===== src/rtl/rrrl_pkg.sv =====
// shared constants and types of the round robin ready list core
// no dependencies
package rrrl_pkg;

  localparam int unsigned ID_W        = 4;
  localparam int unsigned FUNC_W      = 2;
  localparam int unsigned THREADS_DEF = 16;

  localparam logic [FUNC_W-1:0] FUNC_INSERT  = 2'd0;
  localparam logic [FUNC_W-1:0] FUNC_REMOVE  = 2'd1;
  localparam logic [FUNC_W-1:0] FUNC_ADVANCE = 2'd2;

  typedef enum logic [2:0] {
    ST_IDLE,
    ST_RD_B,
    ST_WR_1,
    ST_WR_2,
    ST_RESP
  } state_e;

endpackage


===== src/rtl/rrrl_ram.sv =====
// generic single write port ram with registered read
// no dependencies
module rrrl_ram #(
  parameter int unsigned WIDTH = 4,
  parameter int unsigned DEPTH = 16
) (
  input  logic                     clk_i,
  input  logic                     re_i,
  input  logic [$clog2(DEPTH)-1:0] raddr_i,
  input  logic                     we_i,
  input  logic [$clog2(DEPTH)-1:0] waddr_i,
  input  logic [WIDTH-1:0]         wdata_i,
  output logic [WIDTH-1:0]         rdata_o
);

  logic [WIDTH-1:0] mem_q [DEPTH];
  logic [WIDTH-1:0] rdata_q;

  always_ff @(posedge clk_i) begin
    if (we_i) begin
      mem_q[waddr_i] <= wdata_i;
    end
    if (re_i) begin
      rdata_q <= mem_q[raddr_i];
    end
  end

  assign rdata_o = rdata_q;

endmodule


===== src/rtl/rrrl_link_table.sv =====
// link table: generic ram plus per-entry valid bits so that unwritten entries read as idle
// depends on rrrl_ram
module rrrl_link_table #(
  parameter int unsigned WIDTH = 4,
  parameter int unsigned DEPTH = 16
) (
  input  logic                     clk_i,
  input  logic                     rst_ni,
  input  logic                     re_i,
  input  logic [$clog2(DEPTH)-1:0] raddr_i,
  input  logic                     we_i,
  input  logic [$clog2(DEPTH)-1:0] waddr_i,
  input  logic [WIDTH-1:0]         wdata_i,
  output logic [WIDTH-1:0]         rdata_o
);

  logic [DEPTH-1:0] vld_q, vld_d;
  logic             rd_vld_q, rd_vld_d;
  logic [WIDTH-1:0] ram_rdata;

  rrrl_ram #(
    .WIDTH(WIDTH),
    .DEPTH(DEPTH)
  ) u_ram (
    .clk_i  (clk_i),
    .re_i   (re_i),
    .raddr_i(raddr_i),
    .we_i   (we_i),
    .waddr_i(waddr_i),
    .wdata_i(wdata_i),
    .rdata_o(ram_rdata)
  );

  always_comb begin
    vld_d    = vld_q;
    rd_vld_d = rd_vld_q;
    if (we_i) begin
      vld_d[waddr_i] = 1'b1;
    end
    if (re_i) begin
      rd_vld_d = vld_q[raddr_i];
    end
  end

  always_ff @(posedge clk_i or negedge rst_ni) begin
    if (!rst_ni) begin
      vld_q    <= '0;
      rd_vld_q <= 1'b0;
    end else begin
      vld_q    <= vld_d;
      rd_vld_q <= rd_vld_d;
    end
  end

  assign rdata_o = rd_vld_q ? ram_rdata : '0;

endmodule


===== src/rtl/round_robin_ready_list_core.sv =====
// Round robin ready list core. Requests are insert, remove and advance; each gives one result.
// The ready ring lives in two link tables (next and prev), each one ram with one read and one
// write port and a registered read; entry 0 is the idle thread and holds head and tail. One
// request is worked on at a time: insert and remove go through two dependent read rounds and
// two write rounds on the single ports of the link tables (a failed one writes nothing and
// skips the second write round); advance and the unused code go through the two read rounds
// only. The result sits in an output register, so a new request is taken while a result still
// waits. After reset the tables read as idle at once through per-entry valid bits; there is no
// clearing pass.
// depends on rrrl_pkg and rrrl_link_table
module round_robin_ready_list_core #(
  parameter int unsigned THREADS = rrrl_pkg::THREADS_DEF
) (
  input  logic                        clk_i,
  input  logic                        rst_ni,
  input  logic                        in_valid_i,
  output logic                        in_stall_o,
  input  logic [rrrl_pkg::FUNC_W-1:0] func_i,
  input  logic [rrrl_pkg::ID_W-1:0]   thread_id_i,
  output logic                        out_valid_o,
  input  logic                        out_stall_i,
  output logic                        ok_o,
  output logic [rrrl_pkg::ID_W-1:0]   run_thread_o
);

  localparam int unsigned AW = $clog2(THREADS);
  localparam int unsigned LW = (AW < rrrl_pkg::ID_W) ? AW : rrrl_pkg::ID_W;

  rrrl_pkg::state_e state_q, state_d;

  logic [rrrl_pkg::FUNC_W-1:0] func_q;
  logic [LW-1:0]               tid_q;
  logic                        id_ok_q;
  logic [rrrl_pkg::ID_W-1:0]   run_q;
  logic [LW-1:0]               cur_q, cur_d;
  logic [LW-1:0]               nt_q, pt_q;
  logic [LW-1:0]               v1_q, v1_d;
  logic                        ok_q, ok_d;
  logic                        out_valid_q, out_valid_d;
  logic                        out_ok_q;
  logic [rrrl_pkg::ID_W-1:0]   out_run_q;

  logic          accept, load, id_ok, op_ok;
  logic [LW-1:0] head, tail, ins_a;

  logic          nx_re, nx_we, pv_re, pv_we;
  logic [AW-1:0] nx_raddr, nx_waddr, pv_raddr, pv_waddr;
  logic [LW-1:0] nx_wdata, pv_wdata, nx_rdata, pv_rdata;

  rrrl_link_table #(
    .WIDTH(LW),
    .DEPTH(THREADS)
  ) u_next (
    .clk_i  (clk_i),
    .rst_ni (rst_ni),
    .re_i   (nx_re),
    .raddr_i(nx_raddr),
    .we_i   (nx_we),
    .waddr_i(nx_waddr),
    .wdata_i(nx_wdata),
    .rdata_o(nx_rdata)
  );

  rrrl_link_table #(
    .WIDTH(LW),
    .DEPTH(THREADS)
  ) u_prev (
    .clk_i  (clk_i),
    .rst_ni (rst_ni),
    .re_i   (pv_re),
    .raddr_i(pv_raddr),
    .we_i   (pv_we),
    .waddr_i(pv_waddr),
    .wdata_i(pv_wdata),
    .rdata_o(pv_rdata)
  );

  assign in_stall_o = (state_q != rrrl_pkg::ST_IDLE);
  assign accept     = in_valid_i && !in_stall_o;
  assign load       = (state_q == rrrl_pkg::ST_RESP) && (!out_valid_q || !out_stall_i);
  assign id_ok      = (thread_id_i != '0) && (int'(thread_id_i) < THREADS);

  // second read round returns head and tail
  assign head  = nx_rdata;
  assign tail  = pv_rdata;
  assign ins_a = (head == '0) ? '0 : tail;

  always_comb begin
    op_ok = 1'b0;
    if (id_ok_q) begin
      case (func_q)
        rrrl_pkg::FUNC_INSERT: op_ok = (nt_q == '0);
        rrrl_pkg::FUNC_REMOVE: op_ok = (nt_q != '0);
        default:               op_ok = 1'b0;
      endcase
    end
  end

  // next state
  always_comb begin
    state_d = state_q;
    case (state_q)
      rrrl_pkg::ST_IDLE: begin
        if (accept) state_d = rrrl_pkg::ST_RD_B;
      end
      rrrl_pkg::ST_RD_B: begin
        if (func_q == rrrl_pkg::FUNC_INSERT || func_q == rrrl_pkg::FUNC_REMOVE) begin
          state_d = rrrl_pkg::ST_WR_1;
        end else begin
          state_d = rrrl_pkg::ST_RESP;
        end
      end
      rrrl_pkg::ST_WR_1: begin
        state_d = op_ok ? rrrl_pkg::ST_WR_2 : rrrl_pkg::ST_RESP;
      end
      rrrl_pkg::ST_WR_2: state_d = rrrl_pkg::ST_RESP;
      rrrl_pkg::ST_RESP: begin
        if (load) state_d = rrrl_pkg::ST_IDLE;
      end
      default: state_d = rrrl_pkg::ST_IDLE;
    endcase
  end

  // table accesses and datapath
  always_comb begin
    nx_re    = 1'b0;
    pv_re    = 1'b0;
    nx_raddr = '0;
    pv_raddr = '0;
    nx_we    = 1'b0;
    pv_we    = 1'b0;
    nx_waddr = '0;
    pv_waddr = '0;
    nx_wdata = '0;
    pv_wdata = '0;
    cur_d    = cur_q;
    v1_d     = v1_q;
    ok_d     = ok_q;
    case (state_q)
      rrrl_pkg::ST_IDLE: begin
        if (accept) begin
          nx_re = 1'b1;
          pv_re = 1'b1;
          if (func_i == rrrl_pkg::FUNC_ADVANCE) begin
            nx_raddr = AW'(cur_q);
          end else if (id_ok) begin
            nx_raddr = AW'(thread_id_i);
            pv_raddr = AW'(thread_id_i);
          end
        end
      end
      rrrl_pkg::ST_RD_B: begin
        nx_re = 1'b1;
        pv_re = 1'b1;
        ok_d  = (func_q == rrrl_pkg::FUNC_ADVANCE);
        if (func_q == rrrl_pkg::FUNC_ADVANCE) begin
          cur_d = nx_rdata;
        end
      end
      rrrl_pkg::ST_WR_1: begin
        ok_d = op_ok;
        if (op_ok) begin
          nx_we = 1'b1;
          pv_we = 1'b1;
          if (func_q == rrrl_pkg::FUNC_INSERT) begin
            nx_waddr = AW'(ins_a);
            nx_wdata = tid_q;
            pv_waddr = AW'(tid_q);
            pv_wdata = tail;
            v1_d     = (ins_a == '0) ? tid_q : head;
          end else if (head == tid_q && tail == tid_q) begin
            nx_waddr = '0;
            nx_wdata = '0;
            pv_waddr = '0;
            pv_wdata = '0;
          end else if (head == tid_q) begin
            nx_waddr = '0;
            nx_wdata = nt_q;
            pv_waddr = AW'(nt_q);
            pv_wdata = tail;
          end else if (tail == tid_q) begin
            nx_waddr = AW'(pt_q);
            nx_wdata = head;
            pv_waddr = '0;
            pv_wdata = pt_q;
          end else begin
            nx_waddr = AW'(pt_q);
            nx_wdata = nt_q;
            pv_waddr = AW'(nt_q);
            pv_wdata = pt_q;
          end
        end
      end
      rrrl_pkg::ST_WR_2: begin
        nx_we    = 1'b1;
        pv_we    = 1'b1;
        nx_waddr = AW'(tid_q);
        if (func_q == rrrl_pkg::FUNC_INSERT) begin
          nx_wdata = v1_q;
          pv_waddr = '0;
          pv_wdata = tid_q;
        end else begin
          nx_wdata = '0;
          pv_waddr = AW'(tid_q);
          pv_wdata = '0;
        end
      end
      default: begin
      end
    endcase
  end

  always_comb begin
    out_valid_d = out_valid_q && out_stall_i;
    if (load) out_valid_d = 1'b1;
  end

  always_ff @(posedge clk_i or negedge rst_ni) begin
    if (!rst_ni) begin
      state_q     <= rrrl_pkg::ST_IDLE;
      cur_q       <= '0;
      out_valid_q <= 1'b0;
    end else begin
      state_q     <= state_d;
      cur_q       <= cur_d;
      out_valid_q <= out_valid_d;
    end
  end

  always_ff @(posedge clk_i) begin
    if (accept) begin
      func_q  <= func_i;
      tid_q   <= LW'(thread_id_i);
      id_ok_q <= id_ok;
      run_q   <= rrrl_pkg::ID_W'(cur_q);
    end
    if (state_q == rrrl_pkg::ST_RD_B) begin
      nt_q <= nx_rdata;
      pt_q <= pv_rdata;
    end
    v1_q <= v1_d;
    ok_q <= ok_d;
    if (load) begin
      out_ok_q  <= ok_q;
      out_run_q <= run_q;
    end
  end

  assign out_valid_o  = out_valid_q;
  assign ok_o         = out_ok_q;
  assign run_thread_o = out_run_q;

endmodule


===== config.mk =====
export PLATFORM = sky130hd
export DESIGN_NAME = round_robin_ready_list_core
export DESIGN_NICKNAME = d
export VERILOG_FILES = /design/src/rtl/rrrl_pkg.sv /design/src/rtl/rrrl_ram.sv /design/src/rtl/rrrl_link_table.sv /design/src/rtl/round_robin_ready_list_core.sv
export SDC_FILE = /design/constraint.sdc
export NUM_CORES = 1
export LEC_CHECK = 0
export ABC_AREA = 0
export BUFFER_PORTS_ARGS = -buffer_cell sky130_fd_sc_hd__buf_4
export CAP_MARGIN = 20
export CORE_MARGIN = 3
export CORE_UTILIZATION = 50
export DETAILED_ROUTE_END_ITERATION = 10
export PLACE_DENSITY = 0.67
export SYNTH_ARGS = -nofsm -noshare
export SYNTH_HDL_FRONTEND = slang
export SYNTH_SLANG_ARGS = --single-unit

===== constraint.sdc =====
create_clock -name clk_i -period 7.82 [get_ports clk_i]
set_input_delay 0.782 -clock clk_i [delete_from_list [all_inputs] [get_ports clk_i]]
set_output_delay 0.782 -clock clk_i [all_outputs]
set_load 0.005 [all_outputs]

==> results of run 1 <==
report_power, final:
| group | internal [mW] | switching [mW] |
|---|---|---|
| Combinational | 0.269 | 0.458 |
| Clock | 0.612 | 0.402 |
| Sequential | 1.37 | 0.146 |
| Total | 2.25 | 1.01 |
worst paths after layout:
| kind | cells after the start | startpoint | end | slack, ps |
|---|---|---|---|---|
| hold / removal | 1 | rst_ni | out_valid_o | 260 |
| min in group clk_i | 0 | run_q[3] | run_thread_o[3] | 420 |
| max in group asynchronous | 1 | rst_ni | u_next.vld_q[5] | 7150 |
| setup / recovery | 8 | state_q[0] | u_prev.u_ram.rdata_o[2] | 4210 |
| setup reg to reg | 8 | state_q[0] | u_prev.u_ram.rdata_o[2] | 4210 |
| hold reg to reg | 0 | run_q[3] | run_thread_o[3] | 420 |
cell usage after synthesis (5+ instances only):
cell      count
and3b_1       5
nand3_1      35
o21ai_0      53
inv_1        24
a21oi_1      30
mux4_2        8
nand3b_1      5
and3_1        5
a22oi_1       9
and2_1        7
a32oi_1       5
buf_2        14
nand2_1      56
nor3_1        7
mux2_2       13
nand2b_1      9
edfxtp_1    165
dfrtp_1      42
mux2i_1      19
nor2_1       77
o211ai_1      7
clkbuf_1     30
a211oi_1      5
o21bai_1     26
o22ai_1       7
a31oi_1      24
registers in the layout, indices dropped and copies added, names as in the netlist, 2 cells and up:
register              count
u_next.u_ram.mem_q       64
u_prev.u_ram.mem_q       64
u_next.vld_q             16
u_prev.vld_q             16
cur_q                     4
nt_q                      4
pt_q                      4
run_q                     4
run_thread_o              4
tid_q                     4
u_next.u_ram.rdata_o      4
u_prev.u_ram.rdata_o      4
v1_q                      4
state_q                   3
func_q                    2
routing by layer:
layer / track usage [%] / vias up
met5: 0 / -
met4: 7.855 / 0
met3: 4.464 / 56
met2: 37.33 / 306
met1: 29.84 / 3195
li1: - / 2970
cell usage in the layout (no fill, tap or decap), types with 4 or more instances in the layout:
cell	n
a22oi_1	9
mux2_2	13
and2_1	7
nand3_1	35
nor3_1	7
o21ai_0	51
edfxtp_1	165
a32oi_1	5
clkinv_1	5
nand2_1	56
nand3b_1	5
nand4_1	4
mux4_2	8
mux2i_1	19
dfrtp_1	42
o21a_1	4
clkbuf_1	7
clkbuf_16	23
a31oi_1	24
a21oi_1	30
a211oi_1	5
xnor2_1	4
and3b_1	5
o21ai_1	5
o21bai_1	26
buf_4	31
o22ai_1	7
nand2b_1	9
inv_1	24
a21o_1	4
o211ai_1	7
and3_1	5
nor2_1	77
cells by family (layout without fill, tap and decap cells):
logic type / Yosys count / after routing
and+or+nand+nor: 230 / 230
AOI/OAI and AO/OA: 221 / 221
DFF: 207 / 207
buffers and inverters: 75 / 95
muxes: 40 / 40
xor gates and xnor gates: 6 / 6
critical path: stages, from the launching register on:
cell	delay (ps)
dfrtp_1	500
or4b_4	720
inv_1	210
buf_4	430
and2_1	720
nand2b_1	120
mux4_2	480
nand2b_1	80
o211ai_1	80
cell type report:
| cell class | instances | area [um2] |
|---|---|---|
| Fill cell | 1464 | 7796 |
| Multi-Input combinational cell | 497 | 3216 |
| Clock buffer | 31 | 615.6 |
| Tap cell | 229 | 286.5 |
| Inverter | 24 | 90.09 |
| Clock inverter | 9 | 88.84 |
| Sequential cell | 207 | 6006 |
| Timing Repair Buffer | 31 | 232.7 |
==> metrics, run 1 <==
clock root cell clkbuf_16; Max-cap violations 0; outcome finished, final reports clean; period utilisation layout 46.20%; Cell variety after synth about 70; Hold Crit Class input port to asynchronous set/reset pin; Synth Area in Adders 0%; register bit total from synthesis 207; clk_skew around 11 ps; Setup-failing EPs final 0; pre-CTS setup slack 3984 ps; WL final 23210 um; clock sink count 207; Worst-path clk slew 60 ps; Slew @ Worst Pin 966.5 ps; Placer Congestion approximately 0.88; largest family of logic cells by synthesized area compound AO/OA/AOI/OAI gates; Critical Path Fanout Max 39; DR top layer met4; pwr dens 309.0 mW/mm2; Slew Limit Headroom approximately 36%; Worst Path Arrival 3850 ps; Async SR Flop Fraction 20.29%; TNS Setup 0 ps; CTS tree done; Ys Warns 0; leakage power 3.736 nW; Post-DP Area 0.009831 mm2; diode count 0; Yosys top cell by area edfxtp_1; Die Area 0.02078 mm2; post-synthesis cell count 779; Residual DRC 0; Final Max Tran Viols 0; routed wl met3 1684 um; Period minus WS final 3613 ps; final std cells w/o fill ~1000; post-route design area 0.01054 mm2; syn nets 789; nets 793; total number of vias 6527; row cnt 49; Fmax 276.8 MHz; worst skew pair latency 500 ps; ys flop type edfxtp_1; Design Power approximately 3.3 mW; CP startpoint kind flip-flop; Overflow after GRT 0; core area 0.01833 mm2; CTS H-tree lvls 1; die width 144.2 um; # IOs 17; WL/cell between 20 and 25 um; share of layout cells above drive strength 1 12.52%; gr usage total 22.51%; number of global-route vias before repair 6473; CTS Buffer Depth 3; count of input and output buffers 16; Inst Count DP 988; Setup Crit Path Kind flip-flop to flip-flop; initial antenna violation count 0; Yosys top cell area share 51.92%; number of gates resized after CTS 0; RSZ-0062 raised after global routing false; M1 WL roughly 9700 um; Seq/Total Area, Yosys 62.93%; Layout Area Growth over Synthesis 10.40%; global-route wire length before repair 36240 um; crit path capture type flip-flop; initial core utilization a little over half; fin worst setup slack 4207 ps; post-CTS setup buffers 0; Post-synth EDFFs around 170; largest net degree at the start of global routing 49; Area contributors post-synth edfxtp_1 (52%), dfrtp_1 (11%), nor2_1 (3.0%), o21ai_0 (2.8%), nand2_1 (2.2%); post-synthesis simple-gate area fraction 11.81%; Post-Syn Area 0.009543 mm2; worst vdd ir 0.2000 mV; Detailed Route Iter0 Violations between 600 and 700; drt first pass iters 6; Worst Path Required slightly above 8000 ps; Final Hold Fails 0; Compound-Gate Fraction of Synth Area between 10% and 20%; DR WL met2 11100 um; post-layout util 57.47%; Inserted Clock Buffers 22; mux contribution to synthesized area 5.415%; antenna-violating nets left 0; WHS 262.3 ps; # hold bufs at CTS 0; Die H 144.2 um; XOR/XNOR share of the synthesized area 0.5507%; mean area per synthesized cell 12.25 um2; vias per cell 6.349; HPWL after DPL roughly 16000 um
Note: power is estimated with default switching activity, not from simulation.
==> inputs of run 2 (changes only) <==
PLACE_DENSITY = 0.69   (was 0.67)
clock period = 3.3 ns   (was 7.82 ns; I/O delays follow)
==> metrics, run 2 (synthesis results as in run 1) <==
Die Area 0.02078 mm2 (unchanged); Setup Crit Path Kind flip-flop to flip-flop; total number of vias 6608 (+1.2%); die width 144.2 um (unchanged); multi-input logic area 0.003228 mm2 (+0.39%); Critical Path Max Stage Delay 600 ps (-120 ps); worst skew pair latency 510 ps (about the same); Internal 5.264 mW (+130%); vias per cell 6.305 (-0.69%); clock root cell clkbuf_16; worst vdd ir 0.5308 mV (+170%); Critical Path Fanout Max 8 (-79%); Final Max Tran Viols 0 (unchanged); Worst Path Arrival 3170 ps (-680 ps); Placer Congestion 0.9675 (+11%); Fmax 332.3 MHz (+20%); crit path capture type flip-flop; initial core utilization 52.06% (unchanged); diode count 0 (unchanged); leakage power 3.816 nW (+2.1%); Period minus WS final 3009 ps (-603.3 ps); # IOs 17 (unchanged); drt first pass iters 7 (+1); CP startpoint kind flip-flop; share of layout cells above drive strength 1 15.02% (+2.5 points); Slew @ Worst Pin 981.2 ps (+14.70 ps); core area 0.01833 mm2 (unchanged); final std cells w/o fill 1048 (+1.9%); clk_skew 22.59 ps (+11.34 ps); period utilisation layout 91.19% (+45 points); Inserted Clock Buffers 23 (+4.5%); pwr dens 722.6 mW/mm2 (+130%); Die H 144.2 um (unchanged); Max-cap violations 0 (unchanged); antenna-violating nets left 0 (unchanged); RSZ-0062 raised after global routing false; # hold bufs at CTS 1 (+1); Slew Limit Headroom 34.59% (-0.98 points); row cnt 49 (unchanged); count of input and output buffers 16 (unchanged); WL final 24110 um (+3.9%); number of gates resized after CTS 0 (unchanged); Worst Path Required 3470 ps (-4590 ps); most common cell after layout, fill and taps aside edfxtp_1; TNS Setup 0 ps (unchanged); CTS Buffer Depth 3 (unchanged); HPWL after DPL 16520 um (+6.4%); net switching power 2.441 mW (+140%); proportion of power drawn by the clock network 29.8% (-1.3 points); Overflow after GRT 0 (unchanged); global-route wire length before repair 37300 um (+2.9%); outcome finished, final reports clean; Fillers 1446 (-1.2%); WL/cell 23.00 um (+1.9%); number of global-route vias before repair 6660 (+2.9%); Setup-failing EPs final 0 (unchanged); clock sink count 207 (unchanged); Layout Area Growth over Synthesis 11.73%; largest net degree at the start of global routing 43 (-12%); Hold Crit Class input port to flip-flop; most frequent cells in the layout edfxtp_1 (165), nor2_1 (77), nand2_1 (56), o21ai_0 (52), buf_4 (49); gr usage total 23.41% (+0.90 points); CTS H-tree lvls 1 (unchanged); Switching Fraction 31.68% (+0.77 points); Inst Count DP 1006 (+1.8%); post-CTS setup buffers 0 (unchanged); Detailed Route Iter0 Violations 684 (+2.5%); CP max stage cell or4_4; Top Registers u_next.u_ram.mem_q (64), u_prev.u_ram.mem_q (64); initial antenna violation count 0 (unchanged); CTS tree done; Worst-path clk slew 60 ps (about the same); register share of total power 46.1% (-0.4 points); storage element area 0.006006 mm2 (unchanged); cells along the critical path or4_4 > nor3_1 > a32o_1 > a31oi_1 > or3_1 > nor2_1; nets 813 (+2.5%); Residual DRC 0 (unchanged); Final Hold Fails 0 (unchanged); Gate power share 24.1% (+1.8 points)
==> run 2: final timing paths <==
path,slack (ps),start,end,cells past startpoint
worst max register to register,290,nt_q[0],u_next.u_ram.mem_q[5][3],6
worst max-delay path,290,nt_q[0],u_next.u_ram.mem_q[5][3],6
min in group asynchronous,370,rst_ni,u_next.vld_q[8],2
worst min-delay path,20,func_i[0],func_q[0],1
worst min register to register,420,ok_q,ok_o,0
max in group asynchronous,2530,rst_ni,u_prev.vld_q[12],2
==> run 2: critical path, delay by kind of cell (launching register included) <==
| family | cells | cell delay [ps] |
|---|---|---|
| simple gates | 4 | 1830 |
| flops | 1 | 420 |
| compound gates | 2 | 410 |
==> run 2: routing by layer <==
metal | global-route usage, % | vias up | wire length, um
li1 | - | 3007 | -
met1 | 31.60 | 3300 | 10070
met2 | 40.03 | 258 | 11920
met3 | 3.042 | 43 | 1463
met4 | 6.922 | 0 | 650
met5 | 0 | - | 0
==> run 2: through the flow <==
step / hold slack (ps) / total power [mW] / util (%) / instance area (um2) / setup slack (ps)
finish: 16.83 / 7.705 / 58.17 / 10660 / 290.7
global route: 12.71 / 8.079 / 58.17 / 10660 / 71.91
CTS: 5.962 / 7.718 / 58.17 / 10660 / 306.8
detailed placement: 368.7 / 5.426 / 54.43 / 9978 / 317.9
global placement: 361.1 / 5.381 / 54.43 / 9978 / 423.0
floorplan: 34.41 / 4.767 / - / 9543 / 635.8
==> run 2: power groups by stage <==
| stage | sequential (mW) | clock, mW | combinational [mW] |
|---|---|---|---|
| finish | 3.55 | 2.30 | 1.86 |
| global route | 3.59 | 2.46 | 2.04 |
| CTS | 3.54 | 2.33 | 1.84 |
| detailed placement | 3.59 | 0 | 1.83 |
| global placement | 3.57 | 0 | 1.81 |
| floorplan | 3.43 | 0 | 1.34 |
==> run 2: cell type report <==
| class | count | share of cell area [%] |
|---|---|---|
| Clock buffer | 33 | 5.844 |
| Clock inverter | 8 | 0.4811 |
| Inverter | 24 | 0.8449 |
| Multi-Input combinational cell | 497 | 30.27 |
| Sequential cell | 207 | 56.32 |
| Tap cell | 229 | 2.687 |
| Timing Repair Buffer | 50 | 3.544 |
